[config.mk]
export PLATFORM = sky130hd
export DESIGN_NAME = xtea_csr
export DESIGN_NICKNAME = d
export VERILOG_FILES = /design/src/sv/xtea_pkg.sv /design/src/sv/xtea_csr.sv
export SDC_FILE = /design/constraint.sdc
export NUM_CORES = 1
export LEC_CHECK = 0
export ABC_AREA = 1
export BUFFER_PORTS_ARGS = -buffer_cell sky130_fd_sc_hd__buf_4
export CORE_ASPECT_RATIO = 1.5
export CORE_UTILIZATION = 49
export CTS_BUF_LIST = sky130_fd_sc_hd__clkbuf_16
export CTS_CLUSTER_SIZE = 14
export DETAILED_ROUTE_END_ITERATION = 7
export PLACE_DENSITY_LB_ADDON = 0.05
export SLEW_MARGIN = 30
export SYNTH_ARGS = -nofsm -noshare
export SYNTH_HDL_FRONTEND = slang
export SYNTH_SLANG_ARGS = --single-unit
[constraint.sdc]
create_clock -name clock -period 2.3 [get_ports clock]
set_clock_uncertainty 0.05 [all_clocks]
set_input_delay 0.115 -clock clock [delete_from_list [all_inputs] [get_ports clock]]
set_output_delay 0.115 -clock clock [all_outputs]
set_load 0.005 [all_outputs]
[src/sv/xtea_pkg.sv]
// Shared types, constants and helper functions for the XTEA encipher block.
`default_nettype none

package xtea_pkg;

   localparam int WORD_W     = 32;
   localparam int KEY_WORDS  = 4;
   localparam int CSR_ADDR_W = 4;
   localparam int CSR_DATA_W = 32;

   localparam logic [WORD_W-1:0] DELTA = 32'h9E37_79B9;

   typedef enum logic [1:0] {
      REG_KEY_WORD0 = 2'd0,
      REG_KEY_WORD1 = 2'd1,
      REG_KEY_WORD2 = 2'd2,
      REG_KEY_WORD3 = 2'd3
   } reg_index_type;

   typedef logic [KEY_WORDS-1:0][WORD_W-1:0] key_type;

   typedef struct packed {
      logic [WORD_W-1:0] left;
      logic [WORD_W-1:0] right;
   } blk_type;

   // ((w << 4) ^ (w >> 5)) + w, wrapping
   function automatic logic [WORD_W-1:0] mix_word(input logic [WORD_W-1:0] w);
      return ((w << 4) ^ (w >> 5)) + w;
   endfunction

   // round sum after n delta steps, evaluated at elaboration
   function automatic logic [WORD_W-1:0] sum_after(input int n);
      logic [2*WORD_W-1:0] prod;
      prod = (2*WORD_W)'(n) * (2*WORD_W)'(DELTA);
      return prod[WORD_W-1:0];
   endfunction

endpackage

`default_nettype wire

[src/sv/xtea_csr.sv]
// APB key register file of the XTEA encipher block.
`default_nettype none

module xtea_csr (
   input  wire logic                            clock,
   input  wire logic                            reset,
   input  wire logic                            psel,
   input  wire logic                            penable,
   input  wire logic                            pwrite,
   input  wire logic [xtea_pkg::CSR_ADDR_W-1:0] paddr,
   input  wire logic [xtea_pkg::CSR_DATA_W-1:0] pwdata,
   output      logic [xtea_pkg::CSR_DATA_W-1:0] prdata,
   output      logic                            pready,
   output      xtea_pkg::key_type               key
);
   import xtea_pkg::*;

   key_type       key_ff;
   key_type       key_in;
   reg_index_type reg_idx;
   logic          wr_en;

   assign reg_idx = reg_index_type'(paddr[CSR_ADDR_W-1:2]);
   assign wr_en   = psel && penable && pwrite;
   assign pready  = 1'b1;

   always_comb begin
      key_in = key_ff;
      if (wr_en) begin
         unique case (reg_idx)
            REG_KEY_WORD0: key_in[0] = pwdata;
            REG_KEY_WORD1: key_in[1] = pwdata;
            REG_KEY_WORD2: key_in[2] = pwdata;
            REG_KEY_WORD3: key_in[3] = pwdata;
         endcase
      end
   end

   always_comb begin
      unique case (reg_idx)
         REG_KEY_WORD0: prdata = key_ff[0];
         REG_KEY_WORD1: prdata = key_ff[1];
         REG_KEY_WORD2: prdata = key_ff[2];
         REG_KEY_WORD3: prdata = key_ff[3];
      endcase
   end

   always_ff @(posedge clock) begin
      if (reset) begin
         key_ff <= '0;
      end else begin
         key_ff <= key_in;
      end
   end

   assign key = key_ff;

endmodule

`default_nettype wire

==> results.cfg <==
[timing]
period_needed_ns = 1.57
slew_viol_final = 0
tightest_slew_ns = 0.667
finalHoldViolations = 0
fin_crit_sh_pct = 68.1
fmax_mhz = 639
timing.slew.headroom_pct = 55.6
finalSetupViolCount = 0
rsz0062_at_grt = no
final.setup.tns_ns = 0

[job]
drv_cap = 0

[worst_setup_path]
crit_path_max_incr_delay_ns = 0.38
worstPathRequired_ns = 2.13
r2r_slack_ns = 1.60
arrival_ns = 1.40
reg2reg_from = key[26]$_SDFFE_PP0P_
cp_common_cell = buf_4
critPathBufInv = 4
crit_chain = buf_4 -> nand2_1 -> inv_2 -> buf_4 -> nand2_1 -> nand4_1 -> buf_4
end_kind = output port
start_kind = input port
critPathTopFamily = buffers and inverters
worstReg2RegEnd = key[26]$_SDFFE_PP0P_
path_class = input port to output port
cp_max_fo = 26
ff2ff_path_depth = 2
crit_slowest_cell = buf_4

[drt]
wl_met2_mm = 8.87
viasPerCell = 5.09
drt-wirelength-per-cell_um = 14.0
met1_length_mm = 7.27
wl_met3_mm = 1.11
dr.pass1.iters = 5
highest_layer = met4
ant_nets = 0
drc = 0
drt-total-wl_mm = 17.5
dr_total_vias = 6367
drt-initial-drc-count = 418

[synthesis]
ys_seq_area_share_pct = 43.5
synth_seq_cells = 128
synth_area_leaders = dfxtp_1, nand2_1, nor2_1
synth_top_area_share_pct = 43.5
synth_cell_types = 15
synthCells = 917
synth_area_leader_cell = dfxtp_1
yosysWarnings = 0
syn_avg_cell_area_um2 = 6.43
syn-num-nets = 958
netlist_area_um2 = 5890

[power]
power_frac_comb_pct = 9.0
ir_worst_vdd_mv = 0.537
clkPwrFrac_pct = 51.2
p_leak_nw = 3.80
fin_total_pwr_mw = 5.80
switchingPower_mw = 1.31
p_int_mw = 4.49
p_sw_share_pct = 22.6
p_per_area_nw_per_um2 = 720
p_seq_share_pct = 39.8

[cts]
cts_buffer_depth = 2
clk_latency_ns = 0.41
htreeDepth = 4
cts_inserted_buffers = 17
clockRootBuffer = clkbuf_16
cts_setup_buffers = 0
path_clk_slew_ns = 0.06
cts.sinks = 128
cts_resized = 0
cts_tree = yes
cts_hold_repair.buffers = 0

[finish]
final_core_util_pct = 69.5
largest_register_ffs = 128
diodes = 0
syn_to_final_growth_pct = 36.8
drive_above_1_share_pct = 23.3
final.fill_count = 1095
fin_nets = 1129
fin_area_um2 = 8060
layout.cells.non_filler = 1251

[worst_hold_path]
hold_depth = 5
holdCritStartpoint = pwdata[4]
min_to = key[68]$_SDFFE_PP0P_
hold_path_class = input port to register

[floorplanning]
fp.dieArea_um2 = 12500
fp.dieH_um = 136
rows = 48
pin_count = 202
core_area_um2 = 11600
start_util_pct = 50.8
die_w_um = 91.5

[placement]
place.gp.congestion = 0.823
port-buffer-count = 198
dp_cells = 1219
place_area_um2 = 7410
dp_hpwl_mm = 10.8

[global_routing]
grt_max_degree = 129
grt-ovfl-total = 0
antenna_found_initial = 0
grt_pass1_vias = 5563
grt_pass1_wl_mm = 28.1
grt_usage_pct = 28.4

[outcome]
outcome = finished, final reports clean
-- cell usage in the layout (no fill, tap or decap), drive strengths merged --
cell and count:
nand4 32, clkinvlp 1, nand2 261, clkbuf 17
conb 1, nor2 264, clkinv 6, dfxtp 128
nand3 129, buf 217, inv 39, bufinv 6
-- logic make-up after synthesis --
| kind of cell | count (synthesis) | share of synthesized area [%] |
|---|---|---|
| DFF | 128 | 43.5 |
| buffers and inverters | 102 | 8.11 |
| and+or+nand+nor | 686 | 48.3 |
| other | 1 | 0.0636 |
-- cells in the mapped netlist, drive strengths merged --
cell type,instances
nor2,264
nand2,261
nand3,129
dfxtp,128
buf,46
inv,37
nand4,32
clkbuf,19
conb,1
-- per-stage QoR --
| stage | hold WS (ns) | setup WS (ns) |
|---|---|---|
| 2_1_floorplan | 0.307 | 1.27 |
| 3_5_place_dp | 0.432 | 0.732 |
| 6_report | 0.0115 | 0.735 |
| 3_3_place_gp | 0.426 | 0.738 |
| 5_1_grt | 0.0290 | 0.659 |
| 4_1_cts | 0.000280 | 0.732 |
-- final cells by class --
type | count | area, µm² | area share [%]
clock buffers | 17 | 425 | 5.28
clock inverters | 15 | 225 | 2.79
inverters | 37 | 140 | 1.74
multi-input cells | 687 | 2870 | 35.5
flip-flops and latches | 128 | 2560 | 31.8
well taps | 150 | 188 | 2.33
repair buffers | 217 | 1650 | 20.5
-- how the worst max path moves through the flow --
stage,startpoint,depth (start not counted),slack [ns],endpoint
floorplan,psel,7,1.27,key[100]$_SDFFE_PP0P_
global placement,paddr[2],7,0.74,prdata[31]
detailed placement,paddr[2],7,0.73,prdata[31]
CTS,paddr[2],7,0.73,prdata[31]
global route,paddr[2],7,0.66,prdata[13]
finish,paddr[3],7,0.73,prdata[31]
-- per-layer routing --
layer / up-vias / GRT usage (%)
met3: 20 / 6.04
li1: 3211 / -
met4: 0 / 9.70
met5: - / 0
met1: 2911 / 35.1
met2: 225 / 48.8
-- tightest hold or removal path, cell delays in order --
cell,delay (ns)
buf_4,0.08
inv_1,0.06
nand3_1,0.08
nand2_1,0.05
nor2_1,0.07
-- power by group through the flow --
stage / clock network (mW) / registers (mW) / logic (mW)
after detailed placement: 0 / 2.36 / 0.523
after global routing: 3.09 / 2.32 / 0.582
after floorplan: 0 / 2.35 / 0.298
after CTS: 3.00 / 2.31 / 0.524
after global placement: 0 / 2.36 / 0.518
final: 2.97 / 2.31 / 0.523
(Power assumes the default switching activity.)
