<file path="config.mk">
export PLATFORM = sky130hd
export DESIGN_NAME = xtea_half_round
export DESIGN_NICKNAME = d
export VERILOG_FILES = /design/src/sv/xtea_pkg.sv /design/src/sv/xtea_half_round.sv
export SDC_FILE = /design/constraint.sdc
export NUM_CORES = 1
export LEC_CHECK = 0
export BUFFER_PORTS_ARGS = -buffer_cell sky130_fd_sc_hd__buf_4
export CELL_PAD_IN_SITES_DETAIL_PLACEMENT = 1
export CELL_PAD_IN_SITES_GLOBAL_PLACEMENT = 1
export CORE_MARGIN = 2
export CORE_UTILIZATION = 37
export CTS_CLUSTER_DIAMETER = 40
export DETAILED_ROUTE_END_ITERATION = 16
export HOLD_SLACK_MARGIN = 0.15
export PLACE_DENSITY_LB_ADDON = 0.1
export SLEW_MARGIN = 20
export SYNTH_ARGS = -nofsm -noshare
export SYNTH_HDL_FRONTEND = slang
export SYNTH_SLANG_ARGS = --single-unit
</file>
<file path="constraint.sdc">
create_clock -name clock -period 5.2 [get_ports clock]
set_input_delay 1.04 -clock clock [delete_from_list [all_inputs] [get_ports clock]]
set_output_delay 1.04 -clock clock [all_outputs]
set_load 0.03 [all_outputs]
</file>
<file path="src/sv/xtea_pkg.sv">
// Shared types, constants and helper functions for the XTEA encipher block.
`default_nettype none

package xtea_pkg;

   localparam int WORD_W     = 32;
   localparam int KEY_WORDS  = 4;
   localparam int CSR_ADDR_W = 4;
   localparam int CSR_DATA_W = 32;

   localparam logic [WORD_W-1:0] DELTA = 32'h9E37_79B9;

   typedef enum logic [1:0] {
      REG_KEY_WORD0 = 2'd0,
      REG_KEY_WORD1 = 2'd1,
      REG_KEY_WORD2 = 2'd2,
      REG_KEY_WORD3 = 2'd3
   } reg_index_type;

   typedef logic [KEY_WORDS-1:0][WORD_W-1:0] key_type;

   typedef struct packed {
      logic [WORD_W-1:0] left;
      logic [WORD_W-1:0] right;
   } blk_type;

   // ((w << 4) ^ (w >> 5)) + w, wrapping
   function automatic logic [WORD_W-1:0] mix_word(input logic [WORD_W-1:0] w);
      return ((w << 4) ^ (w >> 5)) + w;
   endfunction

   // round sum after n delta steps, evaluated at elaboration
   function automatic logic [WORD_W-1:0] sum_after(input int n);
      logic [2*WORD_W-1:0] prod;
      prod = (2*WORD_W)'(n) * (2*WORD_W)'(DELTA);
      return prod[WORD_W-1:0];
   endfunction

endpackage

`default_nettype wire

</file>
<file path="src/sv/xtea_half_round.sv">
// One registered Feistel half-round of the XTEA pipeline.
`default_nettype none

module xtea_half_round #(
   parameter logic [31:0] SUM_VALUE    = 32'h0,
   parameter bit          UPDATE_RIGHT = 1'b0
) (
   input  wire logic                        clock,
   input  wire logic                        reset,
   input  wire logic                        en,
   input  wire logic                        in_valid,
   input  wire xtea_pkg::blk_type           in_blk,
   input  wire logic [xtea_pkg::WORD_W-1:0] key_word,
   output      logic                        out_valid,
   output      xtea_pkg::blk_type           out_blk
);
   import xtea_pkg::*;

   logic              valid_ff;
   logic              valid_in;
   blk_type           blk_ff;
   blk_type           blk_in;
   logic [WORD_W-1:0] sum_key;

   // round sum is fixed per stage, only the key word varies
   assign sum_key = SUM_VALUE + key_word;

   always_comb begin
      blk_in = in_blk;
      if (UPDATE_RIGHT) begin
         blk_in.right = in_blk.right + (mix_word(in_blk.left) ^ sum_key);
      end else begin
         blk_in.left = in_blk.left + (mix_word(in_blk.right) ^ sum_key);
      end
   end

   assign valid_in = en ? in_valid : valid_ff;

   always_ff @(posedge clock) begin
      if (reset) begin
         valid_ff <= 1'b0;
      end else begin
         valid_ff <= valid_in;
      end
   end

   always_ff @(posedge clock) begin
      if (en) begin
         blk_ff <= blk_in;
      end
   end

   assign out_valid = valid_ff;
   assign out_blk   = blk_ff;

endmodule

`default_nettype wire

</file>
==> flow_summary.toml <==
[status]
run_status = "complete, no violations"

[power]
power_mw = 3.51
leakage_nw = 3.46
pwr_density_cell_nw_per_um2 = 452
vdd_drop_max_v = 0.000234

[final_layout]
areaGrowthSynthToFinish_pct = 34.7
diodes = 0
seq_area_sq_um = 1940
nFillCells = 1705
final_util_pct = 51.1
layout-drive-gt1-share_pct = 29.9
fin_nets = 944
multi_input_area_sq_um = 3760

[timing]
fin_skew_ns = 0
setup_slack_ns = 0.273
finalSetupTns_ns = 0
relSlewSlack_pct = 39.7
rsz0062_at_grt = "no"
worstMarginPinSlew_ns = 0.905
final_max_slew_viol_count = 0
fin_crit_ns = 4.93
period_share_pct = 94.7
hold_violations = 0
setup_viol = 0
max_freq_mhz = 203

[floorplan]
start_util_pct = 37.9
pin_count = 165
die_width_um = 129
die_area_sq_um = 16600
dieHeight_um = 129
row_count = 45
coreArea_sq_um = 15200

[synthesis]
yosysWarnings = 0
synth_top_area_share_pct = 33.3
synth_edf_count = 64
ys_seq_elements = 65
synthTopCellsByCount = "ha_1, edfxtp_1, xnor2_1"
syn-instance-count = 572
syn_nets = 743
async_flop_share_pct = 0
ys_types = 64
yosysMostFrequentCell = "ha_1"
syn_area_sq_um = 5770
ys_top_cells_by_area = "edfxtp_1, ha_1, xnor2_1"
ys_seq_area_share_pct = 33.7
syn_area_per_cell_sq_um = 10.1
yosys.area.top_type = "edfxtp_1"
synth_ff_type = "edfxtp_1"

[hold_path]
hp-class = "flop to flop"

[grt]
overflow = 0
antenna_found_initial = 0
grt_pass1_vias = 5485
grt_pass1_wl_um = 28800
grt_start_max_net_pins = 66
grtUsageTotal_pct = 22.5

[flow_run]
drv_cap = 0

[drt]
vias_per_cell = 5.33
drt_iter0_drc = 239
ant_nets = 0
wl_um = 18300
routedWlPerCell_um = 19.0
firstDrtPassIters = 4
num_vias = 5152
drc = 0

[setup_path]
crit_type = "input port to flop"
start_kind = "input port"
rrSetupSlack_ns = 4.60
r2r_start = "out_valid$_SDFFE_PP0P_"
worstReg2RegEnd = "out_valid$_SDFFE_PP0P_"
path_max_fanout = 4
r2r.worst_path.cells = 2
arrival_ns = 5.03
cp-end-kind = "flop"
setup.worst_path.start = "in_blk[9]"
required_ns = 5.31
crit_end = "out_blk[60]$_DFFE_PP_"

[clocking]
path_clk_slew_ns = 0.06
clock-sinks = 65
ctsHtreeMaxLevel = 3
clk_path_buf_depth = 2
clkLatencyLatePin_ns = 0.35
cts_tree = "yes"
cts_buffers = 9
cts_hold_buf = 0
cts_root_buf = "clkbuf_16"

[placed_design]
place_ws_ns = -0.170
port_buffers = 164
routabilityCongestion = 0.884
hpwl_um = 14900
==> how the worst min path moves through the flow <==
stage                           startpoint                      to  slack, ns  cells past startpoint
floorplan           out_valid$_SDFFE_PP0P_  out_valid$_SDFFE_PP0P_       0.63                      2
global route        out_valid$_SDFFE_PP0P_  out_valid$_SDFFE_PP0P_       0.55                      2
finish              out_valid$_SDFFE_PP0P_  out_valid$_SDFFE_PP0P_       0.51                      2
detailed placement  out_valid$_SDFFE_PP0P_  out_valid$_SDFFE_PP0P_       0.51                      2
CTS                 out_valid$_SDFFE_PP0P_  out_valid$_SDFFE_PP0P_       0.52                      2
global placement    out_valid$_SDFFE_PP0P_  out_valid$_SDFFE_PP0P_       0.48                      2
==> logic make-up (layout without fill, tap and decap cells) <==
family | Yosys count | in the layout | synth area share, %
simple gates | 136 | 136 | 11.1
mux | 2 | 2 | 0.347
flops | 65 | 65 | 33.7
xor+xnor | 110 | 110 | 16.7
fa+ha+maj | 71 | 71 | 15.7
compound gates | 170 | 170 | 21.2
buf+inv | 18 | 224 | 1.22
==> per-stage QoR <==
step | cell area, sq um | hold WS, ns | cells
final | 7760 | 0.514 | 966
after detailed placement | 7440 | 0.505 | 950
after CTS | 7750 | 0.522 | 966
after global routing | 7760 | 0.555 | 966
after global placement | 7440 | 0.477 | 950
after floorplan | 5770 | 0.630 | 572
==> state kept, by name (all words and copies together), names as in the netlist <==
signal and count:
out_blk 64, out_valid 1
==> power breakdown <==
| group | switching [mW] | internal, mW |
|---|---|---|
| Clock | 0.283 | 0.382 |
| Combinational | 1.16 | 0.862 |
| Sequential | 0.0384 | 0.783 |
==> critical path: stages <==
cell,delay [ns]
buf_4,0.13
xor2_1,0.23
ha_1,0.30
a21oi_1,0.17
o211ai_1,0.15
a221oi_2,0.30
a21oi_1,0.12
o21ai_1,0.13
nand2b_1,0.08
a21o_1,0.18
a21oi_1,0.17
xnor2_1,0.15
ha_1,0.26
and4_1,0.16
and3_1,0.20
a21oi_1,0.14
o21ai_1,0.11
a221oi_2,0.31
o211ai_1,0.20
a31o_1,0.24
a21oi_1,0.17
xnor2_1,0.09
==> cells in the final DEF (no fill, tap or decap), types with 8 or more instances in the layout <==
cell type,Yosys,routed
o21ai_0,22,22
a21o_1,25,25
xnor2_1,60,60
ha_1,69,69
nand2_1,45,45
nor2_1,33,33
a21oi_1,49,48
nand3_1,14,14
clkbuf_16,0,9
inv_1,13,13
o21a_1,8,8
buf_4,0,195
nor3_1,8,8
edfxtp_1,64,64
a211oi_1,9,9
xor2_1,50,49
==> per-layer routing <==
metal,up-vias,part of all wire [%],track usage (%)
met5,-,0,0
met4,0,1.2,5.43
met3,14,3.3,4.28
met2,91,53,42.3
met1,2502,42,26.3
li1,2545,-,-
==> area by class of cell <==
class	instances	share of cell area, %
clock inverters	7	1.08
well taps	188	3.03
flip-flops and latches	65	25.0
inverters	13	0.629
repair buffers	195	18.9
clock buffers	9	2.90
multi-input cells	489	48.5
==> repair_timing <==
| item | in CTS | in global routing |
|---|---|---|
| setup buffers | 0 | 0 |
| setup endpoints to repair | 0 | 4 |
| resized for setup | 0 | 2 |
| endpoints found under the hold margin | 0 | 0 |
No activity file was read; power rests on OpenSTA's default activity.
